**config.mk**
```make
export PLATFORM = sky130hd
export DESIGN_NAME = sorted_priority_queue_core
export DESIGN_NICKNAME = d
export VERILOG_FILES = /design/src/sv/spq_pkg.sv /design/src/sv/spq_cell.sv /design/src/sv/sorted_priority_queue_core.sv
export VERILOG_INCLUDE_DIRS = /design/src /design/src/sv
export SDC_FILE = /design/constraint.sdc
export NUM_CORES = 2
export LEC_CHECK = 0
export ABC_AREA = 1
export BUFFER_PORTS_ARGS = -buffer_cell sky130_fd_sc_hd__buf_2
export CAP_MARGIN = 10
export CORE_MARGIN = 1
export CORE_UTILIZATION = 45
export CTS_CLUSTER_SIZE = 30
export DETAILED_ROUTE_END_ITERATION = 7
export PLACE_DENSITY = 0.68
export SKIP_CTS_REPAIR_TIMING = 1
export SLEW_MARGIN = 15
export SYNTH_ARGS = -nofsm -noshare
export SYNTH_HDL_FRONTEND = slang
export SYNTH_SLANG_ARGS = --single-unit
```
**constraint.sdc**
```tcl
create_clock -name clock -period 3.5 [get_ports clock]
set_input_delay 0.35 -clock clock [delete_from_list [all_inputs] [get_ports clock]]
set_output_delay 0.35 -clock clock [all_outputs]
set_load 0.02 [all_outputs]
```
**src/sv/sorted_priority_queue_core_assert.svh**
```systemverilog
// ----------------------------------------------------------------------------
// Sorted priority queue assertion macros
// Shared property forms for the queue checks, clocked on clock, off in reset.
// ----------------------------------------------------------------------------
`ifndef SORTED_PRIORITY_QUEUE_CORE_ASSERT_SVH
`define SORTED_PRIORITY_QUEUE_CORE_ASSERT_SVH

// Same-cycle implication.
`define SPQ_ASSERT_NOW(lbl, ante, cons, msg) \
   lbl: assert property (@(posedge clock) disable iff (reset) (ante) |-> (cons)) \
      else $error(msg);

// Next-cycle implication.
`define SPQ_ASSERT_NEXT(lbl, ante, cons, msg) \
   lbl: assert property (@(posedge clock) disable iff (reset) (ante) |=> (cons)) \
      else $error(msg);

`endif

```
**src/sv/spq_pkg.sv**
```systemverilog
// ----------------------------------------------------------------------------
// Sorted priority queue package
// Operation and status codes, data width and the cell control group.
// ----------------------------------------------------------------------------
`timescale 1ns / 1ps
`default_nettype none

package spq_pkg;

   localparam int DATA_BITS = 32;
   localparam int OP_BITS   = 2;
   localparam int STAT_BITS = 2;
   localparam int PRIO_IN_BITS = 8;

   typedef enum logic [OP_BITS-1:0] {
      OP_ENQUEUE = 2'd0,
      OP_DEQUEUE = 2'd1,
      OP_PEEK    = 2'd2
   } op_type;

   typedef enum logic [STAT_BITS-1:0] {
      ST_OK    = 2'd0,
      ST_EMPTY = 2'd1,
      ST_FULL  = 2'd2
   } status_type;

   typedef logic signed [DATA_BITS-1:0] data_type;

   // Per-cycle command broadcast to every slot cell.
   typedef struct packed {
      logic insert;
      logic remove;
   } cell_ctrl_type;

endpackage

`default_nettype wire

```
**src/sv/spq_cell.sv**
```systemverilog
// ----------------------------------------------------------------------------
// Sorted priority queue slot cell
// One list slot: keeps, takes the new entry, or takes a neighbor's entry.
// ----------------------------------------------------------------------------
`timescale 1ns / 1ps
`default_nettype none

module spq_cell #(
   parameter int PRIORITY_BITS = 8
) (
   input  wire                       clock,
   input  wire spq_pkg::cell_ctrl_type ctrl,
   input  wire                       valid,
   input  wire spq_pkg::data_type    new_data,
   input  wire [PRIORITY_BITS-1:0]   new_prio,
   input  wire                       left_gt,
   input  wire spq_pkg::data_type    left_data,
   input  wire [PRIORITY_BITS-1:0]   left_prio,
   input  wire spq_pkg::data_type    right_data,
   input  wire [PRIORITY_BITS-1:0]   right_prio,
   output spq_pkg::data_type         slot_data,
   output logic [PRIORITY_BITS-1:0]  slot_prio,
   output logic                      gt
);

   spq_pkg::data_type         slot_data_ff, slot_data_in;
   logic [PRIORITY_BITS-1:0]  slot_prio_ff, slot_prio_in;

   // Strictly higher priority than the incoming request: it stays ahead.
   assign gt = valid && (slot_prio_ff > new_prio);

   always_comb begin
      slot_data_in = slot_data_ff;
      slot_prio_in = slot_prio_ff;
      if (ctrl.insert) begin
         if (!gt) begin
            if (left_gt) begin
               slot_data_in = new_data;
               slot_prio_in = new_prio;
            end else begin
               slot_data_in = left_data;
               slot_prio_in = left_prio;
            end
         end
      end else if (ctrl.remove) begin
         slot_data_in = right_data;
         slot_prio_in = right_prio;
      end
   end

   always_ff @(posedge clock) begin
      slot_data_ff <= slot_data_in;
      slot_prio_ff <= slot_prio_in;
   end

   assign slot_data = slot_data_ff;
   assign slot_prio = slot_prio_ff;

endmodule

`default_nettype wire

```
**src/sv/sorted_priority_queue_core.sv**
```systemverilog
// ----------------------------------------------------------------------------
// Sorted priority queue core
// Bounded queue held as a row of slot cells in descending priority order.
// ----------------------------------------------------------------------------
// Usage:
//   Raise start with req_operation, req_data_in and req_priority_in; the
//   request is taken at a clock edge where busy is low. busy stays low, so a
//   request may be issued in every cycle.
//   Enqueue inserts behind all entries of strictly higher priority and in
//   front of entries of equal priority, so among equal priorities the newest
//   leaves first. Dequeue returns and drops the head, peek returns the head
//   and keeps it.
//   The answer appears in the cycle after the request, for one cycle only, with
//   rsp_valid high: rsp_data_out, rsp_status (ok, empty, full) and
//   rsp_occupancy, the entry count after the request.
//   One request per cycle: every slot cell compares
//   its priority with the request and shifts toward its neighbor at once.
//   The receiver cannot stall; each answer must be taken when shown.
//   Reset empties the queue at once; slot contents are left as they are.
// ----------------------------------------------------------------------------
`timescale 1ns / 1ps
`default_nettype none

module sorted_priority_queue_core #(
   parameter int DEPTH         = 16,
   parameter int PRIORITY_BITS = 8
) (
   input  wire                                clock,
   input  wire                                reset,
   input  wire                                start,
   output logic                               busy,
   input  wire  [spq_pkg::OP_BITS-1:0]        req_operation,
   input  wire  signed [spq_pkg::DATA_BITS-1:0] req_data_in,
   input  wire  [spq_pkg::PRIO_IN_BITS-1:0]   req_priority_in,
   output logic                               rsp_valid,
   output logic signed [spq_pkg::DATA_BITS-1:0] rsp_data_out,
   output logic [spq_pkg::STAT_BITS-1:0]      rsp_status,
   output logic [$clog2(DEPTH+1)-1:0]         rsp_occupancy
);

   `include "sorted_priority_queue_core_assert.svh"

   localparam int CNT_BITS  = $clog2(DEPTH + 1);
   localparam int KEEP_BITS = (PRIORITY_BITS < spq_pkg::PRIO_IN_BITS) ?
                              PRIORITY_BITS : spq_pkg::PRIO_IN_BITS;

   typedef logic [PRIORITY_BITS-1:0] prio_type;
   typedef logic [CNT_BITS-1:0]      count_type;

   count_type               count_ff, count_in;
   logic                    rsp_valid_ff;
   spq_pkg::data_type       rsp_data_ff, rsp_data_in;
   spq_pkg::status_type     rsp_status_ff, rsp_status_in;
   count_type               rsp_occ_ff;

   spq_pkg::cell_ctrl_type  ctrl;
   prio_type                new_prio;
   logic                    accept;
   logic                    full;
   logic                    empty;

   spq_pkg::data_type       slot_data [DEPTH];
   prio_type                slot_prio [DEPTH];
   logic                    slot_gt   [DEPTH];

   logic                    rsp_full;
   logic                    occ_at_depth;

   assign busy     = 1'b0;
   assign accept   = start && !busy;
   assign full     = (count_ff == count_type'(DEPTH));
   assign empty    = (count_ff == '0);
   assign new_prio = prio_type'(req_priority_in[KEEP_BITS-1:0]);

   // Decode the request into cell commands, the next count and the answer.
   always_comb begin
      ctrl          = '0;
      count_in      = count_ff;
      rsp_data_in   = '0;
      rsp_status_in = spq_pkg::ST_OK;
      if (accept) begin
         case (spq_pkg::op_type'(req_operation))
            spq_pkg::OP_ENQUEUE: begin
               if (full) begin
                  rsp_status_in = spq_pkg::ST_FULL;
               end else begin
                  ctrl.insert = 1'b1;
                  count_in    = count_ff + count_type'(1);
               end
            end
            spq_pkg::OP_DEQUEUE: begin
               if (empty) begin
                  rsp_status_in = spq_pkg::ST_EMPTY;
               end else begin
                  ctrl.remove = 1'b1;
                  rsp_data_in = slot_data[0];
                  count_in    = count_ff - count_type'(1);
               end
            end
            spq_pkg::OP_PEEK: begin
               if (empty) begin
                  rsp_status_in = spq_pkg::ST_EMPTY;
               end else begin
                  rsp_data_in = slot_data[0];
               end
            end
            default: begin
               rsp_status_in = spq_pkg::ST_OK;
            end
         endcase
      end
   end

   genvar gi;
   generate
      for (gi = 0; gi < DEPTH; gi++) begin : g_slot
         spq_pkg::data_type left_data, right_data;
         prio_type          left_prio, right_prio;
         logic              left_gt;

         if (gi == 0) begin : g_head
            assign left_data = req_data_in;
            assign left_prio = new_prio;
            assign left_gt   = 1'b1;
         end else begin : g_body
            assign left_data = slot_data[gi-1];
            assign left_prio = slot_prio[gi-1];
            assign left_gt   = slot_gt[gi-1];
         end

         if (gi == DEPTH - 1) begin : g_tail
            assign right_data = slot_data[gi];
            assign right_prio = slot_prio[gi];
         end else begin : g_next
            assign right_data = slot_data[gi+1];
            assign right_prio = slot_prio[gi+1];
         end

         spq_cell #(
            .PRIORITY_BITS(PRIORITY_BITS)
         ) u_slot (
            .clock      (clock),
            .ctrl       (ctrl),
            .valid      (count_type'(gi) < count_ff),
            .new_data   (req_data_in),
            .new_prio   (new_prio),
            .left_gt    (left_gt),
            .left_data  (left_data),
            .left_prio  (left_prio),
            .right_data (right_data),
            .right_prio (right_prio),
            .slot_data  (slot_data[gi]),
            .slot_prio  (slot_prio[gi]),
            .gt         (slot_gt[gi])
         );
      end
   endgenerate

   always_ff @(posedge clock) begin
      if (reset) begin
         count_ff     <= '0;
         rsp_valid_ff <= 1'b0;
      end else begin
         count_ff     <= count_in;
         rsp_valid_ff <= accept;
      end
   end

   always_ff @(posedge clock) begin
      rsp_data_ff   <= rsp_data_in;
      rsp_status_ff <= rsp_status_in;
      rsp_occ_ff    <= count_in;
   end

   assign rsp_valid     = rsp_valid_ff;
   assign rsp_data_out  = rsp_data_ff;
   assign rsp_status    = rsp_status_ff;
   assign rsp_occupancy = rsp_occ_ff;

   // Checks

   assign rsp_full     = rsp_valid_ff && (rsp_status_ff == spq_pkg::ST_FULL);
   assign occ_at_depth = (rsp_occ_ff == count_type'(DEPTH));

   `SPQ_ASSERT_NEXT(a_rsp_follows_req, accept, rsp_valid_ff, "request got no response")

   `SPQ_ASSERT_NOW(a_count_bound, 1'b1, count_ff <= count_type'(DEPTH), "count beyond depth")

   `SPQ_ASSERT_NOW(a_full_occ, rsp_full, occ_at_depth, "full status with room left")

   generate
      for (gi = 0; gi < DEPTH - 1; gi++) begin : g_order_chk
         logic pair_live;
         logic pair_sorted;
         assign pair_live   = (count_type'(gi + 1) < count_ff);
         assign pair_sorted = (slot_prio[gi] >= slot_prio[gi+1]);
         `SPQ_ASSERT_NOW(a_sorted, pair_live, pair_sorted, "slots out of priority order")
      end
   endgenerate

endmodule

`default_nettype wire
```
# Word level (Yosys, flattened, before mapping)

Index checks and enable logic that the tools add are counted.

Register bits after elaboration: 685
Logic and storage cells: 261
Input bits: 45
Output and inout port bits: 41

Reduce and logical (&&, ||, !) cells: 37
Bitwise operators: 3
Muxes and demuxes: 132
Order comparisons: 32
$add $sub $neg: 2
Equal/unequal tests: 18

Operators by type and width:

| kind                                                       | count |
|---|---|
| two-way mux 32 bit                                         | 60 |
| two-way mux 8 bit                                          | 60 |
| > comparator 8 bit                                         | 16 |
| less-than comparator 4 x 5 -> 1 bit (first input constant) | 8 |
| AND reduction 2 bit                                        | 16 |
| inequality test 2 bit (second input constant)              | 15 |
| less-than comparator 3 x 5 -> 1 bit (first input constant) | 4 |
| logical AND 1 bit                                          | 16 |
| two-way mux 5 bit                                          | 3 |
| less-than comparator 1 x 5 -> 1 bit (first input constant) | 2 |
| less-than comparator 2 x 5 -> 1 bit (first input constant) | 2 |
| one-hot mux 5 bit (2 select lines)                         | 1 |
| adder 5 x 1 -> 5 bit (second input constant)               | 1 |
| equality test 5 bit (second input constant)                | 1 |
| logical NOT 5 bit                                          | 1 |
| two-way mux 1 bit                                          | 5 |
| subtractor 5 x 1 -> 5 bit (second input constant)          | 1 |
| two-way mux 2 bit                                          | 2 |
| one-hot mux 2 bit (2 select lines)                         | 1 |
| inverter 1 bit                                             | 3 |
| OR reduction 3 bit                                         | 1 |
| equality test 2 x 1 -> 1 bit (second input constant)       | 1 |
| equality test 2 bit (second input constant)                | 1 |
| logical NOT 2 bit                                          | 1 |
| other kinds (2)                                            | 2 |

# Longest topological paths before layout

Word-level depth: 6
Depth in mapped cells: 15
Mapped depth without buffers: 14

# Hierarchy

From an unflattened synthesis, not the netlist that was laid out.

Cells, all modules: 4407
Area, all modules: 38170.4 sq um

Modules (own cells, without submodules):

| module                     | times used | area each (sq um) | cells an instance | seq. area each (sq um) |
|---|---|---|---|---|
| spq_cell                   | 16         | 2274.7            | 261               | 1201.2 |
| sorted_priority_queue_core | 1          | 1775.5            | 231               | 900.9 |

# Worst setup path after synthesis

OpenSTA, ideal clock, no wires.

Kind: reg-to-reg
Start point: register count_ff[1]
End point: register g_slot[15].u_slot.slot_data_ff[0], enable pin
Cell stages (with the launch flop): 10
Setup time: 0.451 ns
Path slack: -0.394 ns
Data arrival time: 3.443 ns
Data required time: 3.049 ns
Period minus slack after synthesis: 3.894 ns
Buffers on the path: 2
Cells stage by stage: dfxtp_1 > inv_1 > ha_1 > nand3_2 > nand2_2 > nor2_4 > inv_2 > buf_2 > buf_1 > a21oi_1

Longest elaborated chain between the ends: 5
Elaborated cells on any way between the ends: 8
Those cells by class: 1 x order compare; 1 x eq/ne; 3 x mux; 1 x bitwise; 2 x reduce/logical

RTL lines:

| element                                  | line                              | RTL |
|---|---|---|
| from (decl)                              | sorted_priority_queue_core.sv:50  | `count_type count_ff, count_in;` |
| from (signal assigned)                   | sorted_priority_queue_core.sv:164 | `count_ff <= count_in;` |
| equality test 5 bit                      | sorted_priority_queue_core.sv:71  | `assign full = (count_ff == count_type'(DEPTH));` |
| two-way mux 1 bit                        | sorted_priority_queue_core.sv:84  | `if (full) begin` |
| two-way mux 1 bit                        | sorted_priority_queue_core.sv:82  | `case (spq_pkg::op_type'(req_operation))` |
| two-way mux 2 bit                        | sorted_priority_queue_core.sv:81  | `if (accept) begin` |
| AND reduction 2 bit (no source line) (*) | n/a                               |  |
| to (signal assigned)                     | spq_cell.sv:52                    | `slot_data_ff <= slot_data_in;` |
| to (decl)                                | spq_cell.sv:26                    | `spq_pkg::data_type slot_data_ff, slot_data_in;` |

Mark *: on every way between the ends. The rest lies on a longest branch, timed or not.
A chain may end at the register's enable or synchronous reset.

# Final worst setup path

Start point: register count_ff[1]
End point: register g_slot[11].u_slot.slot_data_ff[5], enable pin

Longest elaborated chain between the ends: 6
Elaborated cells on any way between the ends: 12
Those cells by class: 1 x order compare; 2 x eq/ne; 5 x mux; 4 x reduce/logical

RTL lines:

| element                                                                             | line |
|---|---|
| equality test 5 bit / logical NOT 5 bit (equally long branches)                     | sorted_priority_queue_core.sv:71, sorted_priority_queue_core.sv:72 |
| two-way mux 1 bit (on tied branches)                                                | sorted_priority_queue_core.sv:84, sorted_priority_queue_core.sv:92 |
| two-way mux 1 bit                                                                   | sorted_priority_queue_core.sv:82 |
| two-way mux 2 bit                                                                   | sorted_priority_queue_core.sv:81 |
| inequality test 2 bit (no source line) / nonzero test 2 bit (equally long branches) | n/a |
| AND reduction 2 bit (no source line) (*)                                            | n/a |
| to (signal assigned)                                                                | spq_cell.sv:52 |
| to (decl)                                                                           | spq_cell.sv:26 |

Marks and branches as above.

==> flow_summary.yaml <==
worst_hold_path:
  whs_endpoint: "rsp_status[0]"
  min_path_type: "in2reg"
  hold_depth: 3
  worstHoldStart: "req_operation[1]"
sta:
  skew_ns: 0.0322
  post-route-min-period_ns: 2.88
  fmax_mhz: 348
  rsz0062_at_grt: "false"
  fin_crit_sh_pct: 82.2
  finalSetupViolCount: 0
  final_max_slew_viol_count: 0
  worst_slew_pin_slew_ns: 0.934
  hold_viol_final: 0
  slew_headroom_pct: 37.7
  hold_slack_ns: 0.0399
  final.setup.tns_ns: 0
power:
  p_sw_share_pct: 26.0
  p_clk_share_pct: 38.1
  total_power_mw: 20.1
  power.net_switching_mw: 5.22
  power_frac_comb_pct: 12.9
  power_frac_seq_pct: 49.0
  p_leak_nw: 24.8
  vdd_drop_max_mv: 0.358
  cell_internal_pwr_mw: 14.8
  power_density_nw_per_um2: 474
critical_path:
  timing.rr.end: "g_slot[11].u_slot.slot_data[5]"
  critPathRequiredTime_ns: 3.79
  rr_worst_depth: 9
  crit_slowest_cell: "dfxtp_1"
  critPathMaxStageDelay_ns: 0.45
  cp_max_fo: 96
  r2r_slack_ns: 0.62
  cp_data_arrival_time_ns: 3.16
  crit_type: "reg2reg"
  path_cells: "inv_1 > ha_1 > nand3_2 > nand2_2 > nor2_4 > buf_12 > nand2_1 > nand2_1 > buf_12"
  reg2reg_from: "count_ff[1]"
  critPathCaptureType: "flip-flop"
  startpoint_type: "flip-flop"
grt:
  grt_overflow_total: 0
  antenna_found_initial: 2
  track_usage_pct: 20.1
  gr-usage-met2_pct: 30.4
  grt_max_degree: 206
  grt_pass1_wl_um: 145000
  grt_pass1_vias: 27768
  globalRouteMet1Util_pct: 30.1
  busiest_layer: "met2"
  use_met3_pct: 2.65
yosys:
  yosysWarnings: 0
  synth.net_count: 5339
  ys_seq_area_share_pct: 52.0
  syn_area_per_cell_um2: 7.50
  synth-seq-cells: 685
  netlist_instances: 5159
  synth_cell_types: 32
  synth_area_um2: 38700
floorplanning:
  ioPinCount: 86
  core.rowCount: 107
  die_h_um: 295
  die_x_um: 295
  die-area_um2: 87200
  initial_core_util_pct: 45.5
  core_um2: 85100
layout:
  area_growth_pct: 9.44
  num-nets-final: 5328
  final_common_cell: "nand2_1"
  postLayoutCoreUtil_pct: 49.7
  drive_gt1_share_pct: 5.05
  mostFrequentLayoutCells: "3149 x nand2_1, 647 x inv_1, 640 x edfxtp_1, 135 x ha_1, 101 x nor2_1"
routing:
  first_pass_iters: 5
  detail_route.wl_per_cell_um: 13.7
  drtIter0Drc: 2119
  wl_um: 87100
  drc: 0
  avgViaCountPerCell: 4.61
  ant_nets: 0
  vias: 29289
run:
  drv_cap: 0
cts:
  cts.path.max_buffers: 3
  htree_num_levels: 3
  cts_root_buf: "clkbuf_16"
  insertion_delay_ns: 0.62
  clock_sinks: 685
  cts_tree: "built"
  clkTransAtPathRegs_ns: 0.06
  cts_made_buffers: 77
placed_design:
  hpwl_um: 61800
  port_buffers: 84
  gp_congestion: 0.855
run_status:
  status: "finished clean"
-- power groups by stage --
| stage | Clock, mW | Combinational, mW | Sequential (mW) |
|---|---|---|---|
| finish | 7.64 | 2.60 | 9.83 |
| global route | 8.11 | 3.01 | 9.89 |
| CTS | 7.84 | 2.60 | 9.83 |
| detailed placement | 0 | 2.58 | 10.0 |
| global placement | 0 | 2.52 | 9.98 |
| floorplan | 0 | 1.91 | 9.98 |
-- how the worst max path moves through the flow --
stage                        from                               to  slack, ns
3_3_place_gp          count_ff[1]  g_slot[11].u_slot.slot_data[13]       0.74
3_5_place_dp          count_ff[1]  g_slot[11].u_slot.slot_data[13]       0.65
4_1_cts               count_ff[1]   g_slot[7].u_slot.slot_data[29]       0.63
2_1_floorplan  req_priority_in[3]   g_slot[14].u_slot.slot_data[0]       0.40
5_1_grt               count_ff[1]    g_slot[5].u_slot.slot_prio[1]       0.39
6_report              count_ff[1]   g_slot[11].u_slot.slot_data[5]       0.62
-- synthesized netlist by cell type --
master,n,area (µm²)
nand2_1,3155,11800
inv_1,647,2430
edfxtp_1,640,19200
ha_1,135,1690
buf_2,123,616
nor2_1,101,379
clkbuf_1,80,300
nand3_1,52,260
o21ai_0,50,250
a21oi_1,46,230
dfxtp_1,45,901
buf_4,31,233
a21o_1,14,105
buf_1,8,30.0
nand2_2,6,37.5
and2_1,3,18.8
nor3_1,3,15.0
buf_6,2,22.5
nand4_1,2,12.5
nor2_2,2,12.5
o21ai_1,2,10.0
xor2_1,2,17.5
a21boi_0,1,7.51
a21boi_1,1,7.51
a31oi_1,1,6.26
conb_1,1,3.75
inv_2,1,3.75
nand3_2,1,10.0
nand3b_1,1,7.51
nor2_4,1,11.3
o21a_1,1,7.51
o22ai_1,1,6.26
-- layer usage --
layer  share of wire, %  wire (µm)  vias to the layer above
li1                   -          -                    15634
met5                  0          0                        -
met3                5.9       5170                      111
met4                1.9       1700                        0
met1                 50      43500                    12791
met2                 42      36800                      753
-- cell type report --
type / instances / area, µm²
tap: 1144 / 1430
clock buffer: 98 / 2010
timing repair buffer: 154 / 1050
antenna: 2 / 5.00
fill: 8353 / 42800
sequential: 685 / 20100
multi-input combinational: 3582 / 15000
inverter: 648 / 2440
clock inverter: 40 / 329
-- flip-flops by register name, indices dropped and copies added, names as in the netlist --
| name | count |
|---|---|
| g_slot.u_slot.slot_data | 512 |
| g_slot.u_slot.slot_prio | 128 |
| rsp_data_out | 32 |
| count_ff | 5 |
| rsp_occupancy | 5 |
| rsp_status | 2 |
| rsp_valid | 1 |
-- metrics by stage --
| stage | setup slack, ns | std cells | cell area, µm² |
|---|---|---|---|
| 2_1_floorplan | 0.396 | 5159 | 38700 |
| 3_3_place_gp | 0.745 | 6211 | 40000 |
| 3_5_place_dp | 0.655 | 6211 | 40000 |
| 4_1_cts | 0.630 | 6349 | 42300 |
| 5_1_grt | 0.391 | 6353 | 42400 |
| 6_report | 0.623 | 6353 | 42400 |
-- worst max-delay path, delay by kind of cell (launching register included) --
family / cells / cell delay (ns)
and+or+nand+nor: 5 / 0.96
adders and majority gates: 1 / 0.24
buffers and inverters: 3 / 0.82
DFF: 1 / 0.45
-- cells by family after synthesis --
kind of cell	share of synthesized area [%]
AO/OA/AOI/OAI	1.63
XOR/XNOR	0.0453
adder cells (fa/ha/maj)	4.36
buffers and inverters	9.39
flip-flops	52.0
other	0.00969
AND/OR/NAND/NOR	32.6
No activity file was read; power rests on OpenSTA's default activity.
